`src/hdl/srpcm_pkg.sv`:
```
// shared constants, word types and inter-module structs for the stereo rms/peak/clip meter
// used by srpcm_lane, srpcm_rms and stereo_rms_peak_clip_meter_core; no dependencies
package srpcm_pkg;

	// sample format and field widths
	localparam int SAMPLE_BITS = 24;
	localparam int MAX_BLOCK   = 4096;
	localparam int BLEN_W      = 13;
	localparam int DUR_W       = 19;
	localparam int CHAN_W      = 2;
	localparam int TOT_W       = 32;
	localparam int RMS_W       = SAMPLE_BITS - 1;

	// datapath widths
	localparam int MAG_W  = SAMPLE_BITS;
	localparam int SQ_W   = 2 * SAMPLE_BITS - 1;
	localparam int SUM_W  = SQ_W + BLEN_W;
	localparam int CLIP_W = BLEN_W;
	localparam int DIV_W  = SUM_W + 1;
	localparam int DVR_W  = BLEN_W + 1;
	localparam int ROOT_W = SAMPLE_BITS;

	// configuration port
	localparam int CFG_IDX_W  = 2;
	localparam int CFG_DATA_W = DUR_W;
	localparam logic [CFG_IDX_W-1:0] CFG_CHANNELS  = 2'd0;
	localparam logic [CFG_IDX_W-1:0] CFG_DURATION  = 2'd1;
	localparam logic [CFG_IDX_W-1:0] CFG_MAX_BLOCK = 2'd2;

	// register reset values and codes
	localparam logic [CHAN_W-1:0] CHAN_RESET    = 2'd1;
	localparam logic [CHAN_W-1:0] CHAN_STEREO   = 2'd2;
	localparam logic [DUR_W-1:0]  DUR_RESET     = 19'd480000;
	localparam logic [BLEN_W-1:0] MAXBLK_RESET  = 13'd4096;
	localparam logic [MAG_W-1:0]  MAG_ONE       = MAG_W'(1) << (SAMPLE_BITS - 2);

	// input word
	typedef struct packed {
		logic signed [SAMPLE_BITS-1:0] left_sample;
		logic signed [SAMPLE_BITS-1:0] right_sample;
		logic                          left_invalid;
		logic                          right_invalid;
		logic [BLEN_W-1:0]             block_length;
		logic                          last_of_block;
	} in_word_t;

	// result word
	typedef struct packed {
		logic [RMS_W-1:0] left_rms;
		logic [RMS_W-1:0] right_rms;
		logic [RMS_W-1:0] combined_rms;
		logic [MAG_W-1:0] peak_level;
		logic [TOT_W-1:0] clip_total;
		logic [TOT_W-1:0] block_total;
		logic [TOT_W-1:0] frame_total;
		logic             error_code;
		logic             still_active;
	} out_word_t;

	// per-channel lane status toward the merge logic
	typedef struct packed {
		logic [SUM_W-1:0]  sum;
		logic [MAG_W-1:0]  peak;
		logic [CLIP_W-1:0] clips;
		logic              busy;
	} lane_stat_t;

	// request and response of the shared divide / square root unit
	typedef struct packed {
		logic             start;
		logic [DIV_W-1:0] dividend;
		logic [DVR_W-1:0] divisor;
	} rms_req_t;

	typedef struct packed {
		logic             done;
		logic [RMS_W-1:0] value;
	} rms_rsp_t;

endpackage

```
`src/hdl/stereo_rms_peak_clip_meter_core.sv`:
```
// stereo rms/peak/clip meter: one frame word per cycle while in_ready is high
// non-final frames keep in_ready; a block's final frame: lane drain and merge, then 3 jobs in
// the shared rms unit (start, 61 divide steps, 24 root steps, done), then the hold state until
// the output register is free, all without in_ready; an over-long block goes straight to hold
// reset (arst_n low) sets the registers to their defaults, metering running, totals zero
// depends on srpcm_pkg, srpcm_lane, srpcm_rms
module stereo_rms_peak_clip_meter_core (
	input  logic                                 clk,
	input  logic                                 arst_n,
	input  logic                                 in_valid,
	output logic                                 in_ready,
	input  srpcm_pkg::in_word_t                  in_data,
	output logic                                 out_valid,
	input  logic                                 out_ready,
	output srpcm_pkg::out_word_t                 out_data,
	input  logic                                 cfg_we,
	input  logic [srpcm_pkg::CFG_IDX_W-1:0]      cfg_index,
	input  logic [srpcm_pkg::CFG_DATA_W-1:0]     cfg_data
);

	typedef enum logic [4:0] {
		ST_IDLE  = 5'b00001,
		ST_FLUSH = 5'b00010,
		ST_START = 5'b00100,
		ST_WAIT  = 5'b01000,
		ST_HOLD  = 5'b10000
	} state_t;

	typedef enum logic [1:0] {
		JOB_LEFT  = 2'd0,
		JOB_RIGHT = 2'd1,
		JOB_COMB  = 2'd2
	} job_t;

	function automatic logic [srpcm_pkg::TOT_W-1:0] sat_add(
		input logic [srpcm_pkg::TOT_W-1:0] a,
		input logic [srpcm_pkg::TOT_W-1:0] b
	);
		logic [srpcm_pkg::TOT_W:0] s;
		s = {1'b0, a} + {1'b0, b};
		return s[srpcm_pkg::TOT_W] ? '1 : s[srpcm_pkg::TOT_W-1:0];
	endfunction

	// configuration
	logic [srpcm_pkg::CHAN_W-1:0]  chan_q;
	logic [srpcm_pkg::DUR_W-1:0]   dur_q;
	logic [srpcm_pkg::BLEN_W-1:0]  maxblk_q;

	// meter state
	state_t                        state_q;
	job_t                          job_q;
	logic                          running_q;
	logic                          in_block_q;
	logic                          error_q;
	logic [srpcm_pkg::DUR_W-1:0]   frame_pos_q;
	logic [srpcm_pkg::BLEN_W-1:0]  blk_cnt_q;
	logic [srpcm_pkg::MAG_W-1:0]   run_peak_q;
	logic [srpcm_pkg::TOT_W-1:0]   clip_tot_q;
	logic [srpcm_pkg::TOT_W-1:0]   blk_tot_q;
	logic [srpcm_pkg::TOT_W-1:0]   frm_tot_q;
	logic [srpcm_pkg::RMS_W-1:0]   lrms_q;
	logic [srpcm_pkg::RMS_W-1:0]   rrms_q;
	logic [srpcm_pkg::RMS_W-1:0]   crms_q;
	logic                          out_valid_q;
	srpcm_pkg::out_word_t          out_q;

	// frame decode
	logic                          stereo;
	logic                          acc;
	logic [srpcm_pkg::BLEN_W:0]    lim;
	logic                          err_start;
	logic                          dur_stop;
	logic                          open;
	logic [srpcm_pkg::BLEN_W-1:0]  cnt_eff;
	logic                          proc;
	logic                          lane_clear;
	logic                          lane_busy;

	// merge
	srpcm_pkg::lane_stat_t         lstat;
	srpcm_pkg::lane_stat_t         rstat;
	logic [srpcm_pkg::MAG_W-1:0]   blk_peak;
	logic [srpcm_pkg::CLIP_W:0]    blk_clips;

	srpcm_pkg::rms_req_t           req;
	srpcm_pkg::rms_rsp_t           rsp;
	srpcm_pkg::out_word_t          res;

	assign stereo   = (chan_q == srpcm_pkg::CHAN_STEREO);
	assign in_ready = (state_q == ST_IDLE);
	assign acc      = in_valid & in_ready;

	// block start checks against the effective length limit
	assign lim = ({1'b0, maxblk_q} < (srpcm_pkg::BLEN_W + 1)'(srpcm_pkg::MAX_BLOCK)) ?
		{1'b0, maxblk_q} : (srpcm_pkg::BLEN_W + 1)'(srpcm_pkg::MAX_BLOCK);
	assign err_start  = running_q & ~in_block_q & ({1'b0, in_data.block_length} > lim);
	assign dur_stop   = running_q & ~in_block_q & ~err_start & (frame_pos_q >= dur_q);
	assign open       = running_q & ~err_start & ~dur_stop;
	assign cnt_eff    = in_block_q ? blk_cnt_q : '0;
	assign proc       = open & (frame_pos_q < dur_q) & (cnt_eff < in_data.block_length);
	assign lane_clear = acc & open & ~in_block_q;

	// channel lanes
	srpcm_lane u_lane_left (
		.clk     (clk),
		.arst_n  (arst_n),
		.enable  (1'b1),
		.clear   (lane_clear),
		.load    (acc & proc),
		.sample  (in_data.left_sample),
		.invalid (in_data.left_invalid),
		.stat    (lstat)
	);

	srpcm_lane u_lane_right (
		.clk     (clk),
		.arst_n  (arst_n),
		.enable  (stereo),
		.clear   (lane_clear),
		.load    (acc & proc),
		.sample  (in_data.right_sample),
		.invalid (in_data.right_invalid),
		.stat    (rstat)
	);

	assign lane_busy = lstat.busy | rstat.busy;
	assign blk_peak  = (lstat.peak > rstat.peak) ? lstat.peak : rstat.peak;
	assign blk_clips = {1'b0, lstat.clips} + {1'b0, rstat.clips};

	// operand select for the shared rms unit
	always_comb begin
		req.start    = (state_q == ST_START);
		req.dividend = srpcm_pkg::DIV_W'(lstat.sum);
		req.divisor  = srpcm_pkg::DVR_W'(blk_cnt_q);
		case (job_q)
			JOB_LEFT: begin
				req.dividend = srpcm_pkg::DIV_W'(lstat.sum);
			end
			JOB_RIGHT: begin
				req.dividend = srpcm_pkg::DIV_W'(rstat.sum);
			end
			JOB_COMB: begin
				if (stereo) begin
					req.dividend = srpcm_pkg::DIV_W'(lstat.sum) + srpcm_pkg::DIV_W'(rstat.sum);
					req.divisor  = {blk_cnt_q, 1'b0};
				end
			end
			default: begin
			end
		endcase
	end

	srpcm_rms u_rms (
		.clk    (clk),
		.arst_n (arst_n),
		.req    (req),
		.rsp    (rsp)
	);

	// configuration registers
	always_ff @(posedge clk or negedge arst_n) begin
		if (!arst_n) begin
			chan_q   <= srpcm_pkg::CHAN_RESET;
			dur_q    <= srpcm_pkg::DUR_RESET;
			maxblk_q <= srpcm_pkg::MAXBLK_RESET;
		end else if (cfg_we) begin
			case (cfg_index)
				srpcm_pkg::CFG_CHANNELS:  chan_q   <= cfg_data[srpcm_pkg::CHAN_W-1:0];
				srpcm_pkg::CFG_DURATION:  dur_q    <= cfg_data[srpcm_pkg::DUR_W-1:0];
				srpcm_pkg::CFG_MAX_BLOCK: maxblk_q <= cfg_data[srpcm_pkg::BLEN_W-1:0];
				default: begin
				end
			endcase
		end
	end

	// frame intake, block end merge and job sequencing
	always_ff @(posedge clk or negedge arst_n) begin
		if (!arst_n) begin
			state_q     <= ST_IDLE;
			job_q       <= JOB_LEFT;
			running_q   <= 1'b1;
			in_block_q  <= 1'b0;
			error_q     <= 1'b0;
			frame_pos_q <= '0;
			blk_cnt_q   <= '0;
			run_peak_q  <= '0;
			clip_tot_q  <= '0;
			blk_tot_q   <= '0;
			frm_tot_q   <= '0;
			lrms_q      <= '0;
			rrms_q      <= '0;
			crms_q      <= '0;
		end else begin
			case (state_q)
				ST_IDLE: begin
					if (acc) begin
						if (err_start) begin
							error_q   <= 1'b1;
							running_q <= 1'b0;
							lrms_q    <= '0;
							rrms_q    <= '0;
							crms_q    <= '0;
							state_q   <= ST_HOLD;
						end else if (dur_stop) begin
							running_q <= 1'b0;
						end else if (open) begin
							blk_cnt_q <= proc ? cnt_eff + 1'b1 : cnt_eff;
							if (proc) begin
								frame_pos_q <= frame_pos_q + 1'b1;
							end
							if (in_data.last_of_block) begin
								in_block_q <= 1'b0;
								state_q    <= ST_FLUSH;
							end else begin
								in_block_q <= 1'b1;
							end
						end
					end
				end
				ST_FLUSH: begin
					if (!lane_busy) begin
						if (blk_peak > run_peak_q) begin
							run_peak_q <= blk_peak;
						end
						clip_tot_q <= sat_add(clip_tot_q, srpcm_pkg::TOT_W'(blk_clips));
						frm_tot_q  <= sat_add(frm_tot_q, srpcm_pkg::TOT_W'(blk_cnt_q));
						blk_tot_q  <= sat_add(blk_tot_q, srpcm_pkg::TOT_W'(1));
						if (frame_pos_q >= dur_q) begin
							running_q <= 1'b0;
						end
						job_q   <= JOB_LEFT;
						state_q <= ST_START;
					end
				end
				ST_START: begin
					state_q <= ST_WAIT;
				end
				ST_WAIT: begin
					if (rsp.done) begin
						case (job_q)
							JOB_LEFT: begin
								lrms_q  <= rsp.value;
								job_q   <= JOB_RIGHT;
								state_q <= ST_START;
							end
							JOB_RIGHT: begin
								rrms_q  <= rsp.value;
								job_q   <= JOB_COMB;
								state_q <= ST_START;
							end
							default: begin
								crms_q  <= rsp.value;
								state_q <= ST_HOLD;
							end
						endcase
					end
				end
				ST_HOLD: begin
					if (!out_valid_q || out_ready) begin
						state_q <= ST_IDLE;
					end
				end
				default: begin
					state_q <= ST_IDLE;
				end
			endcase
		end
	end

	// result word assembled from the block results and totals
	always_comb begin
		res.left_rms     = lrms_q;
		res.right_rms    = rrms_q;
		res.combined_rms = crms_q;
		res.peak_level   = run_peak_q;
		res.clip_total   = clip_tot_q;
		res.block_total  = blk_tot_q;
		res.frame_total  = frm_tot_q;
		res.error_code   = error_q;
		res.still_active = running_q;
	end

	// output register
	always_ff @(posedge clk or negedge arst_n) begin
		if (!arst_n) begin
			out_valid_q <= 1'b0;
		end else if (state_q == ST_HOLD && (!out_valid_q || out_ready)) begin
			out_valid_q <= 1'b1;
		end else if (out_ready) begin
			out_valid_q <= 1'b0;
		end
	end

	always_ff @(posedge clk) begin
		if (state_q == ST_HOLD && (!out_valid_q || out_ready)) begin
			out_q <= res;
		end
	end

	assign out_valid = out_valid_q;
	assign out_data  = out_q;

	// an error stops metering for good
	a_error_stops: assert property (@(posedge clk) disable iff (!arst_n)
		error_q |-> !running_q)
		else $error("error latched while still running");

	// the rms unit only reports back while a job is outstanding
	a_done_in_wait: assert property (@(posedge clk) disable iff (!arst_n)
		rsp.done |-> state_q == ST_WAIT)
		else $error("rms result outside of wait state");

	// a new result word only comes from the hold state
	a_out_from_hold: assert property (@(posedge clk) disable iff (!arst_n)
		$rose(out_valid_q) |-> $past(state_q == ST_HOLD))
		else $error("result word loaded outside of hold state");

	// lane pipelines must be empty before the block sums are used
	a_lane_drain: assert property (@(posedge clk) disable iff (!arst_n)
		lane_busy |-> (state_q == ST_IDLE || state_q == ST_FLUSH))
		else $error("lane pipeline busy during block end processing");

endmodule

```
`src/hdl/srpcm_lane.sv`:
```
// one metering lane: magnitude, clip detect, square and per-block accumulators
// depends on srpcm_pkg
module srpcm_lane (
	input  logic                                 clk,
	input  logic                                 arst_n,
	input  logic                                 enable,
	input  logic                                 clear,
	input  logic                                 load,
	input  logic signed [srpcm_pkg::SAMPLE_BITS-1:0] sample,
	input  logic                                 invalid,
	output srpcm_pkg::lane_stat_t                stat
);

	logic [srpcm_pkg::MAG_W-1:0]    raw;
	logic [srpcm_pkg::MAG_W-1:0]    mag;
	logic                           clip;
	logic [2*srpcm_pkg::MAG_W-1:0]  prod;

	logic                           vld_s1;
	logic [srpcm_pkg::MAG_W-1:0]    mag_s1;
	logic                           clip_s1;
	logic                           vld_s2;
	logic [srpcm_pkg::SQ_W-1:0]     sq_s2;

	logic [srpcm_pkg::SUM_W-1:0]    sum_q;
	logic [srpcm_pkg::MAG_W-1:0]    peak_q;
	logic [srpcm_pkg::CLIP_W-1:0]   clips_q;

	// magnitude of the sample, zero when invalid or channel unused
	assign raw = sample;
	always_comb begin
		if (!enable || invalid) begin
			mag = '0;
		end else if (raw[srpcm_pkg::MAG_W-1]) begin
			mag = ~raw + 1'b1;
		end else begin
			mag = raw;
		end
	end

	assign clip = enable & (invalid | (mag >= srpcm_pkg::MAG_ONE));
	assign prod = mag_s1 * mag_s1;

	// stage valids
	always_ff @(posedge clk or negedge arst_n) begin
		if (!arst_n) begin
			vld_s1 <= 1'b0;
			vld_s2 <= 1'b0;
		end else begin
			vld_s1 <= load;
			vld_s2 <= vld_s1;
		end
	end

	// stage payload
	always_ff @(posedge clk) begin
		mag_s1  <= mag;
		clip_s1 <= clip;
		sq_s2   <= prod[srpcm_pkg::SQ_W-1:0];
	end

	// block accumulators
	always_ff @(posedge clk or negedge arst_n) begin
		if (!arst_n) begin
			sum_q   <= '0;
			peak_q  <= '0;
			clips_q <= '0;
		end else if (clear) begin
			sum_q   <= '0;
			peak_q  <= '0;
			clips_q <= '0;
		end else begin
			if (vld_s1) begin
				if (mag_s1 > peak_q) begin
					peak_q <= mag_s1;
				end
				if (clip_s1) begin
					clips_q <= clips_q + 1'b1;
				end
			end
			if (vld_s2) begin
				sum_q <= sum_q + srpcm_pkg::SUM_W'(sq_s2);
			end
		end
	end

	assign stat.sum   = sum_q;
	assign stat.peak  = peak_q;
	assign stat.clips = clips_q;
	assign stat.busy  = vld_s1 | vld_s2;

endmodule

```
`src/hdl/srpcm_rms.sv`:
```
// shared rms unit: bit-serial restoring divide then digit-by-digit square root
// depends on srpcm_pkg
module srpcm_rms (
	input  logic                clk,
	input  logic                arst_n,
	input  srpcm_pkg::rms_req_t req,
	output srpcm_pkg::rms_rsp_t rsp
);

	localparam int STEP_W = $clog2(srpcm_pkg::DIV_W);
	localparam int RAD_W  = 2 * srpcm_pkg::ROOT_W;

	typedef enum logic [3:0] {
		RS_IDLE = 4'b0001,
		RS_DIV  = 4'b0010,
		RS_ROOT = 4'b0100,
		RS_DONE = 4'b1000
	} rstate_t;

	rstate_t                        state_q;
	logic [STEP_W-1:0]              step_q;
	logic [srpcm_pkg::DVR_W-1:0]    dvr_q;
	logic [srpcm_pkg::DIV_W-1:0]    quo_q;
	logic [srpcm_pkg::DVR_W-1:0]    rem_q;
	logic                           zero_q;
	logic [RAD_W-1:0]               rad_q;
	logic [srpcm_pkg::ROOT_W:0]     srem_q;
	logic [srpcm_pkg::ROOT_W-1:0]   root_q;

	logic [srpcm_pkg::DVR_W:0]      dtry;
	logic [srpcm_pkg::DVR_W:0]      ddiff;
	logic                           dge;
	logic [srpcm_pkg::ROOT_W+2:0]   stry;
	logic [srpcm_pkg::ROOT_W+2:0]   strial;
	logic [srpcm_pkg::ROOT_W+2:0]   sdiff;
	logic                           sge;

	// one quotient bit per cycle
	assign dtry  = {rem_q, quo_q[srpcm_pkg::DIV_W-1]};
	assign dge   = dtry >= {1'b0, dvr_q};
	assign ddiff = dtry - {1'b0, dvr_q};

	// one root bit per cycle
	assign stry   = {srem_q, rad_q[RAD_W-1 -: 2]};
	assign strial = {1'b0, root_q, 2'b01};
	assign sge    = stry >= strial;
	assign sdiff  = stry - strial;

	// sequencer
	always_ff @(posedge clk or negedge arst_n) begin
		if (!arst_n) begin
			state_q <= RS_IDLE;
			step_q  <= '0;
		end else begin
			case (state_q)
				RS_IDLE: begin
					if (req.start) begin
						state_q <= RS_DIV;
						step_q  <= STEP_W'(srpcm_pkg::DIV_W - 1);
					end
				end
				RS_DIV: begin
					if (step_q == '0) begin
						state_q <= RS_ROOT;
						step_q  <= STEP_W'(srpcm_pkg::ROOT_W - 1);
					end else begin
						step_q <= step_q - 1'b1;
					end
				end
				RS_ROOT: begin
					if (step_q == '0) begin
						state_q <= RS_DONE;
					end else begin
						step_q <= step_q - 1'b1;
					end
				end
				RS_DONE: begin
					state_q <= RS_IDLE;
				end
				default: begin
					state_q <= RS_IDLE;
				end
			endcase
		end
	end

	// datapath
	always_ff @(posedge clk) begin
		case (state_q)
			RS_IDLE: begin
				if (req.start) begin
					dvr_q  <= req.divisor;
					quo_q  <= req.dividend;
					rem_q  <= '0;
					zero_q <= (req.divisor == '0);
				end
			end
			RS_DIV: begin
				rem_q <= dge ? ddiff[srpcm_pkg::DVR_W-1:0] : dtry[srpcm_pkg::DVR_W-1:0];
				quo_q <= {quo_q[srpcm_pkg::DIV_W-2:0], dge};
				if (step_q == '0) begin
					rad_q  <= {quo_q[RAD_W-2:0], dge};
					srem_q <= '0;
					root_q <= '0;
				end
			end
			RS_ROOT: begin
				srem_q <= sge ? sdiff[srpcm_pkg::ROOT_W:0] : stry[srpcm_pkg::ROOT_W:0];
				root_q <= {root_q[srpcm_pkg::ROOT_W-2:0], sge};
				rad_q  <= rad_q << 2;
			end
			default: begin
			end
		endcase
	end

	// saturated result, zero for an empty block
	assign rsp.done  = (state_q == RS_DONE);
	assign rsp.value = zero_q ? '0 :
		(root_q[srpcm_pkg::ROOT_W-1] ? '1 : root_q[srpcm_pkg::RMS_W-1:0]);

endmodule
```
`config.mk`:
```
export PLATFORM = sky130hd
export DESIGN_NAME = stereo_rms_peak_clip_meter_core
export DESIGN_NICKNAME = d
export VERILOG_FILES = /design/src/hdl/srpcm_pkg.sv /design/src/hdl/stereo_rms_peak_clip_meter_core.sv /design/src/hdl/srpcm_lane.sv /design/src/hdl/srpcm_rms.sv
export SDC_FILE = /design/constraint.sdc
export NUM_CORES = 2
export LEC_CHECK = 0
export ABC_AREA = 1
export BUFFER_PORTS_ARGS = -buffer_cell sky130_fd_sc_hd__clkbuf_2
export CORE_MARGIN = 3
export CORE_UTILIZATION = 60
export CTS_BUF_LIST = sky130_fd_sc_hd__clkbuf_4 sky130_fd_sc_hd__clkbuf_8
export CTS_CLUSTER_DIAMETER = 80
export CTS_CLUSTER_SIZE = 20
export DETAILED_ROUTE_END_ITERATION = 10
export PLACE_DENSITY_LB_ADDON = 0.25
export SKIP_LAST_GASP = 1
export SYNTH_ARGS = -nofsm -noshare
export SYNTH_HDL_FRONTEND = slang
export SYNTH_SLANG_ARGS = --single-unit
export TNS_END_PERCENT = 50
```
`constraint.sdc`:
```
create_clock -name clk -period 13 [get_ports clk]
set_input_delay 1.3 -clock clk [delete_from_list [all_inputs] [get_ports clk]]
set_output_delay 1.3 -clock clk [all_outputs]
set_load 0.01 [all_outputs]
```
==> impl_metrics.py <==
metrics = {
    "routing": {
        "wl_per_cell_um": 19.8,
        "vias_per_cell": 5.58,
        "routed_wl_mm": 288,
        "dr.pass1.iters": 9,
        "drt-initial-drc-count": 7221,
        "drc": 0,
        "postRouteAntennaNets": 0,
        "vias": 81000,
    },
    "sta": {
        "min_period_over_period": 0.546,
        "fmax_ghz": 0.141,
        "setup_viol": 0,
        "period_needed_ns": 7.10,
        "slew_headroom": 0.226,
        "worst_pin_slew_ns": 1.16,
        "skew_ns": 0.0681,
        "tns_ns": 0,
        "slew_violations": 0,
        "finalHoldViolCount": 0,
        "rsz0062_at_grt": "false",
    },
    "power_and_ir_drop": {
        "seqPwrFrac": 0.332,
        "power_switching_share": 0.470,
        "power_switching_uw": 6070,
        "vdd_ir_drop_max_mv": 0.166,
        "comb_power_share": 0.514,
        "p_clk_frac": 0.154,
        "p_leak_uw": 0.0534,
        "powerDensity_nw_per_um2": 129,
        "p_int_uw": 6860,
    },
    "synthesis": {
        "syn-cell-area_um2": 94600,
        "synth.area.top_cells": "fa_1 (18%), nand2_1 (12%), dfrtp_1 (12%), edfxtp_1 (12%), inv_1 (11%)",
        "synth_top_family_by_area": "adder cells",
        "synth_commonest_cells": "nand2_1 (3,083), inv_1 (2,669), fa_1 (871), nor2_1 (839), ha_1 (716)",
        "synth-seq-cells": 992,
        "async_flop_share": 0.476,
        "synth_nets": 13900,
        "syn_avg_cell_area_um2": 7.72,
        "synth_mux_area_frac": 0,
        "synth-edff-count": 378,
        "post_synth_xor_area_fraction": 0.0296,
        "yosysMostFrequentCell": "nand2_1",
        "synthFlopType": "dfrtp_1",
        "synth-simple-area-share": 0.208,
        "synthAdderAreaFrac": 0.279,
        "synth_warnings": 0,
        "yosysTopAreaCell": "fa_1",
        "yosysUniqueCellTypes": 67,
        "synth_cells": 12300,
        "synth_compound_area_frac": 0.0876,
        "synth-seq-area-share": 0.275,
        "yosys.area.top_type_share": 0.184,
    },
    "flow_run": {
        "drv_cap": 0,
    },
    "cts": {
        "cts.repair.resized": 0,
        "ctsHoldBuffers": 0,
        "clk_latency_ns": 0.89,
        "cts.path.max_buffers": 3,
        "cts_inserted_buffers": 74,
        "cts_setup_buffers": 0,
        "cts.sinks": 992,
        "cts_max_level": 3,
        "clk_pin_slew_ns": 0.13,
        "cts_tree": "done",
        "cts-root-buf": "clkbuf_8",
    },
    "setup_path": {
        "max_stage_delay_ns": 1.07,
        "path_common_cell": "fa_1",
        "arrival_ns": 7.90,
        "critPathLaunchType": "register",
        "cp.required_ns": 13.80,
        "critPathBufInv": 4,
        "end_kind": "register",
        "worstPathCellList": "nand2_1 -> fa_1 -> inv_1 -> fa_1 -> fa_1 -> fa_1 -> fa_1 -> fa_1 -> inv_1 -> fa_1 -> inv_1 -> ha_1 -> nand2_1 -> nor2_1 -> inv_1 -> nor3_1 -> nand3_1 -> o211ai_1 -> nand3b_1 -> nand2_1 -> xor2_1",
        "reg2reg_slack_ns": 5.90,
        "crit_fanout": 25,
        "critPathKind": "register to register",
        "slowest_stage": "dfxtp_1",
        "critical_path.top_delay_family": "adder cells",
    },
    "floorplanning": {
        "die_h_um": 403,
        "die_w_um": 403,
        "std_cell_rows": 145,
        "start_util": 0.605,
        "core-area_um2": 156000,
        "ios": 283,
        "die_area_um2": 163000,
    },
    "finish": {
        "drive_above_1_share": 0.0486,
        "nFillCells": 13700,
        "nNetsFinal": 14100,
        "syn2layout_area_growth_pct": 5.55,
        "finalInstanceArea_um2": 99900,
        "regArea_um2": 26000,
        "multi_input_area_um2": 57300,
    },
    "global_routing": {
        "grt_overflow": 0,
        "grt_pass1_wl_mm": 452,
        "grt_pass1_vias": 81500,
        "grt_max_degree": 151,
        "globalRouteTotalUtil": 0.355,
        "antenna_found_initial": 5,
    },
    "placement": {
        "portBuffers": 282,
        "place_hpwl_mm": 231,
        "gp_congestion": 1.04,
        "placed_area_um2": 98100,
    },
    "run_status": {
        "status": "complete, no violations",
    },
    "worst_hold_path": {
        "hp-class": "input pin to asynchronous set/reset pin",
    },
}
## placed cells by master, fill, tap and decap left out, types with 7 or more instances in the layout
master and instances:
a211oi_1 7, a21boi_0 14, a21o_1 29, a21oi_1 630
a31oi_1 49, and2_1 29, and3_1 11, buf_4 90
clkbuf_2 281, clkbuf_4 24, clkbuf_8 74, clkinv_8 8
dfrtp_1 460, dfstp_2 12, dfxtp_1 142, edfxtp_1 378
fa_1 871, ha_1 715, inv_1 2667, inv_12 11
inv_2 9, inv_6 7, nand2_1 3080, nand3_1 463
nand3b_1 22, nand4_1 124, nor2_1 836, nor2_2 7
nor3_1 137, nor4_1 31, o211ai_1 36, o21a_1 22
o21ai_0 647, o21ai_1 41, o21bai_1 43, or2_2 29
xnor2_1 102, xor2_1 218
## layout make-up
cell class / count / area share
multi-input combinational: 8270 / 0.574
sequential: 992 / 0.260
clock inverter: 40 / 0.00581
antenna: 6 / 0.000150
inverter: 2682 / 0.101
clock buffer: 98 / 0.0120
timing repair buffer: 374 / 0.0214
tap: 2058 / 0.0258
## path summary, 6_finish.rpt
path,from,endpoint,depth (start not counted)
max in group asynchronous,arst_n,maxblk_q[7]$_DFFE_PN0P_,3
hold / removal,arst_n,u_lane_left.peak_q[4]$_DFFE_PN0P_,1
setup reg to reg,u_lane_right.mag_s1[22]$_DFF_P_,u_lane_right.sq_s2[44]$_DFF_P_,21
setup / recovery,u_lane_right.mag_s1[22]$_DFF_P_,u_lane_right.sq_s2[44]$_DFF_P_,21
min in group clk,lrms_q[17]$_DFFE_PN0P_,out_data[185]$_DFFE_PP_,0
hold reg to reg,lrms_q[17]$_DFFE_PN0P_,out_data[185]$_DFFE_PP_,0
## through the flow
step	cells	hold slack, ns	total power [µW]	utilization	setup WS, ns
floorplan	12300	0.329	8800	-	3.03
global placement	14400	0.432	10700	0.627	6.12
detailed placement	14400	0.430	10900	0.627	5.96
CTS	14500	0.359	12900	0.639	5.99
global route	14500	0.389	14000	0.639	5.52
finish	14500	0.422	12900	0.639	5.90
## logic make-up (layout without fill, tap and decap cells)
kind of cell / count (synthesis) / after routing
DFF: 992 / 992
xor gates and xnor gates: 320 / 320
and+or+nand+nor: 4815 / 4815
buffers and inverters: 3000 / 3194
AOI/OAI and AO/OA: 1548 / 1548
adders and majority gates: 1587 / 1587
other: 0 / 6
## worst register-to-register path: stages (launching register included)
cell and delay (ns):
dfxtp_1 1.07, nand2_1 0.28, fa_1 0.58, inv_1 0.05, fa_1 0.47, fa_1 0.52, fa_1 0.47, fa_1 0.51
fa_1 0.55, inv_1 0.06, fa_1 0.56, inv_1 0.05, ha_1 0.41, nand2_1 0.15, nor2_1 0.17, inv_1 0.08
nor3_1 0.19, nand3_1 0.10, o211ai_1 0.41, nand3b_1 0.14, nand2_1 0.10, xor2_1 0.14
## routing by layer
layer | share of wire | routed length, µm | GRT usage
met1 | 0.41 | 119000 | 0.475
met2 | 0.46 | 133000 | 0.584
met3 | 0.074 | 21400 | 0.0482
met4 | 0.049 | 14100 | 0.149
met5 | 0 | 0 | 0
## flip-flops by register name, summed over array words and instances, names as in the netlist, 25 cells and up
| name | cells |
|---|---|
| u_lane_right.sq_s2 | 46 |
| clip_tot_q | 32 |
| u_rms.rad_q | 48 |
| u_rms.srem_q | 25 |
| u_lane_right.sum_q | 60 |
| out_data | 191 |
| frm_tot_q | 32 |
| u_rms.quo_q | 61 |
| blk_tot_q | 32 |
| u_lane_left.sum_q | 60 |
| u_lane_left.sq_s2 | 46 |
## power by group through the flow
| stage | sequential [µW] | clock, µW | combinational [µW] |
|---|---|---|---|
| floorplan | 4170 | 0 | 4630 |
| global route | 4320 | 2140 | 7520 |
| detailed placement | 4340 | 0 | 6550 |
| global placement | 4340 | 0 | 6390 |
| finish | 4290 | 1990 | 6640 |
| CTS | 4280 | 2030 | 6590 |
No activity file was read; power rests on OpenSTA's default activity.
